===== config.mk =====
export PLATFORM = sky130hd
export DESIGN_NAME = rgb_to_hsv_converter_top
export DESIGN_NICKNAME = d
export VERILOG_FILES = /design/src/rtl/rtv_pkg.sv /design/src/rtl/rtv_div_stage.sv /design/src/rtl/rgb_to_hsv_converter_top.sv
export SDC_FILE = /design/constraint.sdc
export NUM_CORES = 1
export LEC_CHECK = 0
export ABC_AREA = 1
export BUFFER_PORTS_ARGS = -buffer_cell sky130_fd_sc_hd__buf_2
export CORE_AREA = 2 2 274 276
export CTS_BUF_LIST = sky130_fd_sc_hd__clkbuf_16
export DETAILED_ROUTE_END_ITERATION = 10
export DIE_AREA = 0 0 276 278
export SKIP_CTS_REPAIR_TIMING = 1
export SYNTH_ARGS = -nofsm -noshare
export SYNTH_HDL_FRONTEND = slang
export SYNTH_SLANG_ARGS = --single-unit

===== constraint.sdc =====
create_clock -name clk -period 6.12 [get_ports clk]
set_input_delay 0.306 -clock clk [delete_from_list [all_inputs] [get_ports clk]]
set_output_delay 0.306 -clock clk [all_outputs]
set_load 0.05 [all_outputs]

===== src/rtl/rtv_pkg.sv =====
// Shared types and constants for the RGB to HSV converter.
// No dependencies; imported by rtv_div_stage, the top level and the bench result checker.
package rtv_pkg;

  // Hue arithmetic constants
  localparam logic [7:0] HUE_STEP   = 8'd43;
  localparam logic [7:0] BASE_RED   = 8'd0;
  localparam logic [7:0] BASE_GREEN = 8'd85;
  localparam logic [7:0] BASE_BLUE  = 8'd171;
  localparam logic [7:0] FULL_SCALE = 8'd255;

  // Divider geometry: 8 quotient bits, 16-bit partial remainder
  localparam int unsigned CHAN_W          = 8;
  localparam int unsigned QUO_W           = 8;
  localparam int unsigned QUO_IDX_W       = $clog2(QUO_W);
  localparam int unsigned REM_W           = 16;
  localparam int unsigned STEPS_PER_STAGE = 2;
  localparam int unsigned DIV_STAGES      = QUO_W / STEPS_PER_STAGE;

  // Which channel holds the maximum
  typedef enum logic [1:0] {
    SECT_RED,
    SECT_GREEN,
    SECT_BLUE
  } sector_t;

  // Item after the max/min stage
  typedef struct packed {
    logic [CHAN_W-1:0] brightness;
    logic [CHAN_W-1:0] span;
    logic [CHAN_W-1:0] diff_mag;
    logic              hue_neg;
    sector_t           sector;
  } front_item_t;

  // Item inside the division pipeline
  typedef struct packed {
    logic [REM_W-1:0]  sat_rem;
    logic [QUO_W-1:0]  sat_quo;
    logic [REM_W-1:0]  hue_rem;
    logic [QUO_W-1:0]  hue_quo;
    logic [CHAN_W-1:0] brightness;
    logic [CHAN_W-1:0] span;
    logic              hue_neg;
    sector_t           sector;
  } div_item_t;

endpackage


===== src/rtl/rtv_div_stage.sv =====
// One register stage of the pipelined restoring divider.
// Resolves STEPS_PER_STAGE quotient bits of both the saturation and hue quotients.
// Depends on rtv_pkg.
module rtv_div_stage #(
  parameter int unsigned STAGE_IDX = 0
) (
  input  logic              clk,
  input  logic              rst_n,
  input  logic              up_valid,
  input  rtv_pkg::div_item_t up_item,
  output logic              up_ready,
  output logic              dn_valid,
  output rtv_pkg::div_item_t dn_item,
  input  logic              dn_ready
);
  import rtv_pkg::*;

  localparam int unsigned FIRST_SHIFT = QUO_W - 1 - STAGE_IDX * STEPS_PER_STAGE;

  logic      valid_r;
  div_item_t item_r;
  div_item_t item_nxt;
  logic [REM_W-1:0] sat_dsh;
  logic [REM_W-1:0] hue_dsh;

  // Compare and subtract the shifted divisor, one quotient bit per step
  always_comb begin
    item_nxt = up_item;
    sat_dsh  = '0;
    hue_dsh  = '0;
    for (int s = 0; s < STEPS_PER_STAGE; s++) begin
      sat_dsh = REM_W'(item_nxt.brightness) << (FIRST_SHIFT - s);
      hue_dsh = REM_W'(item_nxt.span) << (FIRST_SHIFT - s);
      if (item_nxt.sat_rem >= sat_dsh) begin
        item_nxt.sat_rem = item_nxt.sat_rem - sat_dsh;
        item_nxt.sat_quo[QUO_IDX_W'(FIRST_SHIFT - s)] = 1'b1;
      end
      if (item_nxt.hue_rem >= hue_dsh) begin
        item_nxt.hue_rem = item_nxt.hue_rem - hue_dsh;
        item_nxt.hue_quo[QUO_IDX_W'(FIRST_SHIFT - s)] = 1'b1;
      end
    end
  end

  // Advance when empty or when the next stage takes the held item
  assign up_ready = !valid_r || dn_ready;

  always_ff @(posedge clk) begin
    if (!rst_n) begin
      valid_r <= 1'b0;
    end else if (up_ready) begin
      valid_r <= up_valid;
    end
  end

  always_ff @(posedge clk) begin
    if (up_ready && up_valid) begin
      item_r <= item_nxt;
    end
  end

  assign dn_valid = valid_r;
  assign dn_item  = item_r;

endmodule


===== src/rtl/rgb_to_hsv_converter_top.sv =====
// Top level of the 8-bit RGB to HSV converter.
// Depends on rtv_pkg and rtv_div_stage.
//
// Converts one 8-bit RGB pixel into 8-bit hue, saturation and brightness
// (value). The block accepts one item every clock while in_stall is low and
// passes each item through its stages in order: one stage finds max, min and
// sector, one stage forms the two dividends with constant multiplies, four
// stages run a restoring divider at two quotient bits per stage for saturation
// and hue in parallel, and one output register applies the sector base and the
// black and grey cases. Bubbles collapse, so an item is taken while a finished
// result waits as long as any stage is empty. Reset clears only the valid bits.
module rgb_to_hsv_converter_top (
  input  logic       clk,
  input  logic       rst_n,
  input  logic       in_valid,
  output logic       in_stall,
  input  logic [7:0] in_red,
  input  logic [7:0] in_green,
  input  logic [7:0] in_blue,
  output logic       out_valid,
  input  logic       out_stall,
  output logic [7:0] out_hue,
  output logic [7:0] out_saturation,
  output logic [7:0] out_brightness
);
  import rtv_pkg::*;

  // ---------------------------------------------------------------
  // Stage 1: max, min, sector and signed channel difference
  // ---------------------------------------------------------------
  logic        s1_valid_r;
  front_item_t s1_item_r;
  front_item_t s1_item_nxt;
  logic        s1_ready;
  logic [CHAN_W-1:0] mx;
  logic [CHAN_W-1:0] mn;
  logic [CHAN_W-1:0] diff_a;
  logic [CHAN_W-1:0] diff_b;

  always_comb begin
    mx = in_red;
    if (in_green > mx) mx = in_green;
    if (in_blue > mx)  mx = in_blue;
    mn = in_red;
    if (in_green < mn) mn = in_green;
    if (in_blue < mn)  mn = in_blue;

    // Ties resolve red over green over blue
    if (in_red >= in_green && in_red >= in_blue) begin
      s1_item_nxt.sector = SECT_RED;
      diff_a = in_green;
      diff_b = in_blue;
    end else if (in_green >= in_blue) begin
      s1_item_nxt.sector = SECT_GREEN;
      diff_a = in_blue;
      diff_b = in_red;
    end else begin
      s1_item_nxt.sector = SECT_BLUE;
      diff_a = in_red;
      diff_b = in_green;
    end

    s1_item_nxt.brightness = mx;
    s1_item_nxt.span       = mx - mn;
    s1_item_nxt.hue_neg    = diff_a < diff_b;
    s1_item_nxt.diff_mag   = (diff_a < diff_b) ? (diff_b - diff_a) : (diff_a - diff_b);
  end

  // ---------------------------------------------------------------
  // Stage 2: dividends 255 * span and 43 * |difference|
  // ---------------------------------------------------------------
  logic      s2_valid_r;
  div_item_t s2_item_r;
  div_item_t s2_item_nxt;
  logic      s2_ready;

  always_comb begin
    s2_item_nxt.sat_rem    = REM_W'(FULL_SCALE) * REM_W'(s1_item_r.span);
    s2_item_nxt.hue_rem    = REM_W'(HUE_STEP) * REM_W'(s1_item_r.diff_mag);
    s2_item_nxt.sat_quo    = '0;
    s2_item_nxt.hue_quo    = '0;
    s2_item_nxt.brightness = s1_item_r.brightness;
    s2_item_nxt.span       = s1_item_r.span;
    s2_item_nxt.hue_neg    = s1_item_r.hue_neg;
    s2_item_nxt.sector     = s1_item_r.sector;
  end

  // ---------------------------------------------------------------
  // Stages 3 to 6: restoring divider
  // ---------------------------------------------------------------
  logic      div_valid [DIV_STAGES+1];
  div_item_t div_item  [DIV_STAGES+1];
  logic      div_ready [DIV_STAGES+1];

  assign div_valid[0] = s2_valid_r;
  assign div_item[0]  = s2_item_r;

  for (genvar k = 0; k < DIV_STAGES; k++) begin : g_div
    rtv_div_stage #(
      .STAGE_IDX (k)
    ) u_div_stage (
      .clk      (clk),
      .rst_n    (rst_n),
      .up_valid (div_valid[k]),
      .up_item  (div_item[k]),
      .up_ready (div_ready[k]),
      .dn_valid (div_valid[k+1]),
      .dn_item  (div_item[k+1]),
      .dn_ready (div_ready[k+1])
    );
  end

  // ---------------------------------------------------------------
  // Stage 7: sector base, sign and special cases into output register
  // ---------------------------------------------------------------
  logic        out_valid_r;
  logic [7:0]  hue_r;
  logic [7:0]  sat_r;
  logic [7:0]  bright_r;
  logic [7:0]  hue_nxt;
  logic [7:0]  sat_nxt;
  logic [7:0]  hue_base;
  logic [7:0]  hue_ofs;
  logic        out_ready;
  div_item_t   fin;

  assign fin = div_item[DIV_STAGES];

  always_comb begin
    case (fin.sector)
      SECT_RED:   hue_base = BASE_RED;
      SECT_GREEN: hue_base = BASE_GREEN;
      SECT_BLUE:  hue_base = BASE_BLUE;
      default:    hue_base = BASE_RED;
    endcase
    hue_ofs = fin.hue_neg ? (8'd0 - fin.hue_quo) : fin.hue_quo;
    // Black pixel: no saturation; grey pixel: no hue
    sat_nxt = (fin.brightness == '0) ? 8'd0 : fin.sat_quo;
    hue_nxt = (fin.span == '0) ? 8'd0 : (hue_base + hue_ofs);
  end

  // ---------------------------------------------------------------
  // Flow control: each stage advances when empty or drained
  // ---------------------------------------------------------------
  assign out_ready             = !out_valid_r || !out_stall;
  assign div_ready[DIV_STAGES] = out_ready;
  assign s2_ready              = !s2_valid_r || div_ready[0];
  assign s1_ready              = !s1_valid_r || s2_ready;
  assign in_stall              = !s1_ready;

  always_ff @(posedge clk) begin
    if (!rst_n) begin
      s1_valid_r  <= 1'b0;
      s2_valid_r  <= 1'b0;
      out_valid_r <= 1'b0;
    end else begin
      if (s1_ready)  s1_valid_r  <= in_valid;
      if (s2_ready)  s2_valid_r  <= s1_valid_r;
      if (out_ready) out_valid_r <= div_valid[DIV_STAGES];
    end
  end

  // Hold payload unless a new item moves in
  always_ff @(posedge clk) begin
    if (s1_ready && in_valid) begin
      s1_item_r <= s1_item_nxt;
    end
    if (s2_ready && s1_valid_r) begin
      s2_item_r <= s2_item_nxt;
    end
    if (out_ready && div_valid[DIV_STAGES]) begin
      hue_r    <= hue_nxt;
      sat_r    <= sat_nxt;
      bright_r <= fin.brightness;
    end
  end

  assign out_valid      = out_valid_r;
  assign out_hue        = hue_r;
  assign out_saturation = sat_r;
  assign out_brightness = bright_r;

endmodule


## After elaboration in Yosys (flattened, before gate mapping)

Index checks and enable logic that the tools add are counted.

- $lt $le $gt $ge: 24
- Add/sub/neg operators: 19
- $mul: 2
- Equality and inequality tests: 2
- Mux-type cells: 26
- Reductions and logical operators: 26

Operator list:

| cell | count |
|---|---|
| 16-bit two-way mux | 12 |
| 8-bit two-way mux | 10 |
| 17-bit two-way mux | 2 |
| 16-bit by 10-bit greater-or-equal comparator with 1-bit output | 2 |
| 16-bit by 11-bit greater-or-equal comparator with 1-bit output | 2 |
| 16-bit by 12-bit greater-or-equal comparator with 1-bit output | 2 |
| 16-bit by 13-bit greater-or-equal comparator with 1-bit output | 2 |
| 16-bit by 14-bit greater-or-equal comparator with 1-bit output | 2 |
| 16-bit by 8-bit greater-or-equal comparator with 1-bit output | 2 |
| 16-bit by 9-bit greater-or-equal comparator with 1-bit output | 2 |
| 16-bit by 10-bit subtractor with 16-bit output | 2 |
| 16-bit by 11-bit subtractor with 16-bit output | 2 |
| 16-bit by 12-bit subtractor with 16-bit output | 2 |
| 16-bit by 13-bit subtractor with 16-bit output | 2 |
| 16-bit by 14-bit subtractor with 16-bit output | 2 |
| 16-bit by 9-bit subtractor with 16-bit output | 2 |
| 8-bit greater-or-equal comparator | 3 |
| 8-bit less-than comparator | 3 |
| 8-bit subtractor | 3 |
| 16-bit by 15-bit greater-or-equal comparator with 1-bit output | 1 |
| 8-bit > comparator | 2 |
| 8-bit zero test | 2 |
| 8-bit by 8-bit multiplier with 16-bit output (first input constant) | 1 |
| 8-bit case mux with 2 select lines | 1 |
| other kinds (12) | 33 |

- Register bits after elaboration: 319
- Input port bits: 28

## Depth between registers and ports, before layout

- Depth in word-level cells: 9
- Gate-level depth with buffers: 36
- Depth with buffers taken out: 35

## By module

From an unflattened synthesis, not the netlist that was laid out.

- Cells, all modules: 3239
- Area, all modules: 27881.7 sq um

By module, submodules not included:

| module | area each (sq um) | times used | cells an instance | seq. area each (sq um) |
|---|---|---|---|---|
| rgb_to_hsv_converter_top | 8568.2 | 1 | 886 | 3032.9 |
| rtv_div_stage at g_div[3].u_div_stage | 5283.8 | 1 | 677 | 2031.9 |
| rtv_div_stage at g_div[2].u_div_stage | 5108.6 | 1 | 660 | 2031.9 |
| rtv_div_stage at g_div[1].u_div_stage | 4635.7 | 1 | 543 | 2031.9 |
| rtv_div_stage at g_div[0].u_div_stage | 4285.4 | 1 | 473 | 2031.9 |

## Least setup slack after synthesis

No wires, ideal clock.

- Path type: in2reg
- Start point: input port in_green[7]
- End point: register s1_item_r[18] in the netlist's numbering, data pin
- Arrival: 4.133 ns
- Setup time: 0.249 ns
- Data required time: 5.871 ns
- Slack: 1.738 ns
- Buffers on the path: 2
- Stages on the path: 27
- Cells stage by stage: inv_1 -> ha_1 -> a21o_1 -> nor2_1 -> nand2_2 -> nand2_1 -> clkbuf_1 -> nand2_1 -> o21ai_0 -> ha_1 -> a21oi_1 -> nor2_1 -> a211oi_1 -> nand2_1 -> buf_2 -> o21ai_0 -> ha_1 -> a21o_1 -> nand2_1 -> nand3_1 -> a21oi_1 -> o21bai_1 -> or2_2 -> nand2_1 -> nand3_1 -> nand2_1 -> inv_1

RTL lines:

| what | line | source |
|---|---|---|
| from (decl) | rgb_to_hsv_converter_top.sv:18 | `input logic [7:0] in_green,` |
| to (signal assigned) | rgb_to_hsv_converter_top.sv:166 | `s1_item_r <= s1_item_nxt;` |
| to (decl) | rgb_to_hsv_converter_top.sv:32 | `front_item_t s1_item_r;` |

==> out/metrics.cfg <==
[die]
core_mm2 = 0.07382
fp.dieArea_mm2 = 0.07673
die_h_um = 278
pin_count = 54
die_w_um = 276
row_count = 100
start_util = 0.3172

[yosys]
yosysTopAreaCell = edfxtp_1
yosys-top-cells-area = edfxtp_1, ha_1, nand2_1, inv_1, fa_1
synth_cell_types = 63
synthCells = 2600
synth_edf_count = 308
synthTopCellsByCount = nand2_1, inv_1, edfxtp_1
yosysTopAreaCellShare = 0.3950
ys_seq_elements = 315
seq_area_frac_synth = 0.4010
syn_nets = 2947
synthesis.area_mm2 = 0.02341
syn_avg_cell_area_um2 = 9.005
async_reset_ff_frac = 0
yosysWarnings = 0
synth.most_common_cell = nand2_1
synth_ff_type = edfxtp_1

[worst_setup_path]
arrival_ns = 4.97
r2r_end = div_item[332]
slowest_delay_ns = 0.38
rr_startpoint = s1_item_r[13]
cp.required_ns = 6.43
path_max_fanout = 18
rrSetupSlack_ns = 1.49
path_common_cell = nand2_1
critPathKind = in -> reg
slowest_stage = o21ai_0
reg2reg_depth = 14
timing.critical_path.to_type = register
cp-start-kind = input port

[final_layout]
n_antenna_cell = 0
drive_gt1_frac = 0.08052
fin_nets = 3015
fill_cells = 7476
regArea_mm2 = 0.009389
syn2layout_area_growth_pct = 11.01
multiInputGateArea_mm2 = 0.01226

[timing]
fin_setup_tns_ns = 0
clock_skew_ns = 0.01972
fin_crit_ns = 4.658
hold_viol_final = 1
slew_headroom = 0.3016
fin_crit_sh = 0.7611
whs_ns = -0.01150
finalMaxSlewViolations = 0
tightest_slew_ns = 1.048
setup_viol = 0
timing.fmax_ghz = 0.2147
rsz0062_at_grt = no

[routing]
detail_route.vias_per_cell = 4.550
initialDrtViolationCount = 691
totalWireLength_um = 44910
detail_route.first_pass.iterations = 8
wl_per_cell_um = 12.26
vias = 16670
ant_nets = 0
drc = 3

[worst_hold_path]
min_to = s1_valid_r
min_path_cells = 3
min_path_type = in -> reg
min-delay-start = in_valid

[clock_network]
cts_buffer_depth = 3
htreeDepth = 2
tritoncts = built
clk_pin_slew_worst_paths_ns = 0.06
cts_sinks = 315
cts_buffers = 36
root_buffer = clkbuf_16
clk_latency_ns = 0.55

[place]
port_buffers = 53
place.gp.congestion = 0.8349
dp_hpwl_um = 36720

[global_route]
grt_pass1_vias = 16390
overflow = 0
antenna_found_initial = 0
grt_pass1_wl_um = 77270
grt_max_degree = 63
grt_use_total = 0.1191

[run_status]
failed_checks = design-rule violations, negative hold slack
status = finished with violations

[flow_run]
maxCapViolCount = 0

logic make-up after synthesis:
group | Yosys count | share of synthesized area
flops | 315 | 0.4010
compound gates | 454 | 0.1103
buf+inv | 457 | 0.07637
fa+ha+maj | 319 | 0.1868
xor+xnor | 127 | 0.04783
mux | 4 | 0.001764
simple gates | 924 | 0.1759
placed cells by master, fill, tap and decap left out, types with 13 or more instances in the layout:
cell,n
nor2_1,147
nand2_1,530
clkbuf_16,37
fa_1,51
inv_2,13
nand4_1,36
nor3_1,20
xor2_1,68
o21ai_0,175
buf_2,53
ha_1,268
nand3_1,100
o21ai_2,14
xnor2_1,58
nand2_2,20
a21oi_1,162
inv_1,416
or2_2,14
edfxtp_1,308
o21a_1,19
o21ai_1,14
through the flow:
step           cell area (um2)  hold WS, ns  setup WS (ns)  instances    util
2_1_floorplan            23410       0.4003          1.738       2600       -
6_report                 25990     -0.01150          1.462       3664  0.3521
3_5_place_dp             24780       0.4045         0.8804       3599  0.3357
4_1_cts                  25990     -0.03462          1.464       3664  0.3521
5_1_grt                  25990      0.03899         0.8367       3664  0.3521
3_3_place_gp             24780       0.4022          1.059       3599  0.3357
metal layers:
layer  wire length (um)  vias up  track usage
met5                  0        -            0
met4               1079        0      0.03713
met3               1397       68      0.01629
met2              21590      208       0.2147
met1              20850     7495       0.1471
li1                   -     8901            -
worst max-delay path by stage:
stage,start,to,slack (ns),depth (start not counted)
after detailed placement,in_green[3],s1_item_r[18],0.88,29
after CTS,s1_item_r[13],div_item[332],1.46,14
final,in_green[3],s1_item_r[18],1.46,29
after global placement,in_green[5],s1_item_r[18],1.06,27
after global routing,in_green[1],s1_item_r[18],0.84,32
after floorplan,in_green[7],s1_item_r[18],1.74,27
worst max-delay path, delay by kind of cell:
family	cells	cell delay [ns]
fa+ha+maj	3	0.90
compound gates	6	1.41
buf+inv	5	0.42
simple gates	15	1.92
cell type report:
class	instances	area share
clock inverters	28	0.01078
multi-input cells	1828	0.4716
flip-flops and latches	315	0.3613
clock buffers	37	0.03562
well taps	969	0.04665
inverters	427	0.06186
repair buffers	60	0.01223
state kept, by name (all words and copies together) (netlist names):
signal	cells
s1_valid_r	1
out_saturation	8
out_valid	1
out_brightness	8
div_item	48
g_div.u_div_stage.dn_item	209
s1_item_r	27
s2_valid_r	1
out_hue	8
g_div.u_div_stage.dn_valid	4
Power is left out: the tool's default activity adds up to more than one toggle a clock period on the data nets, which glitch-free logic cannot reach.
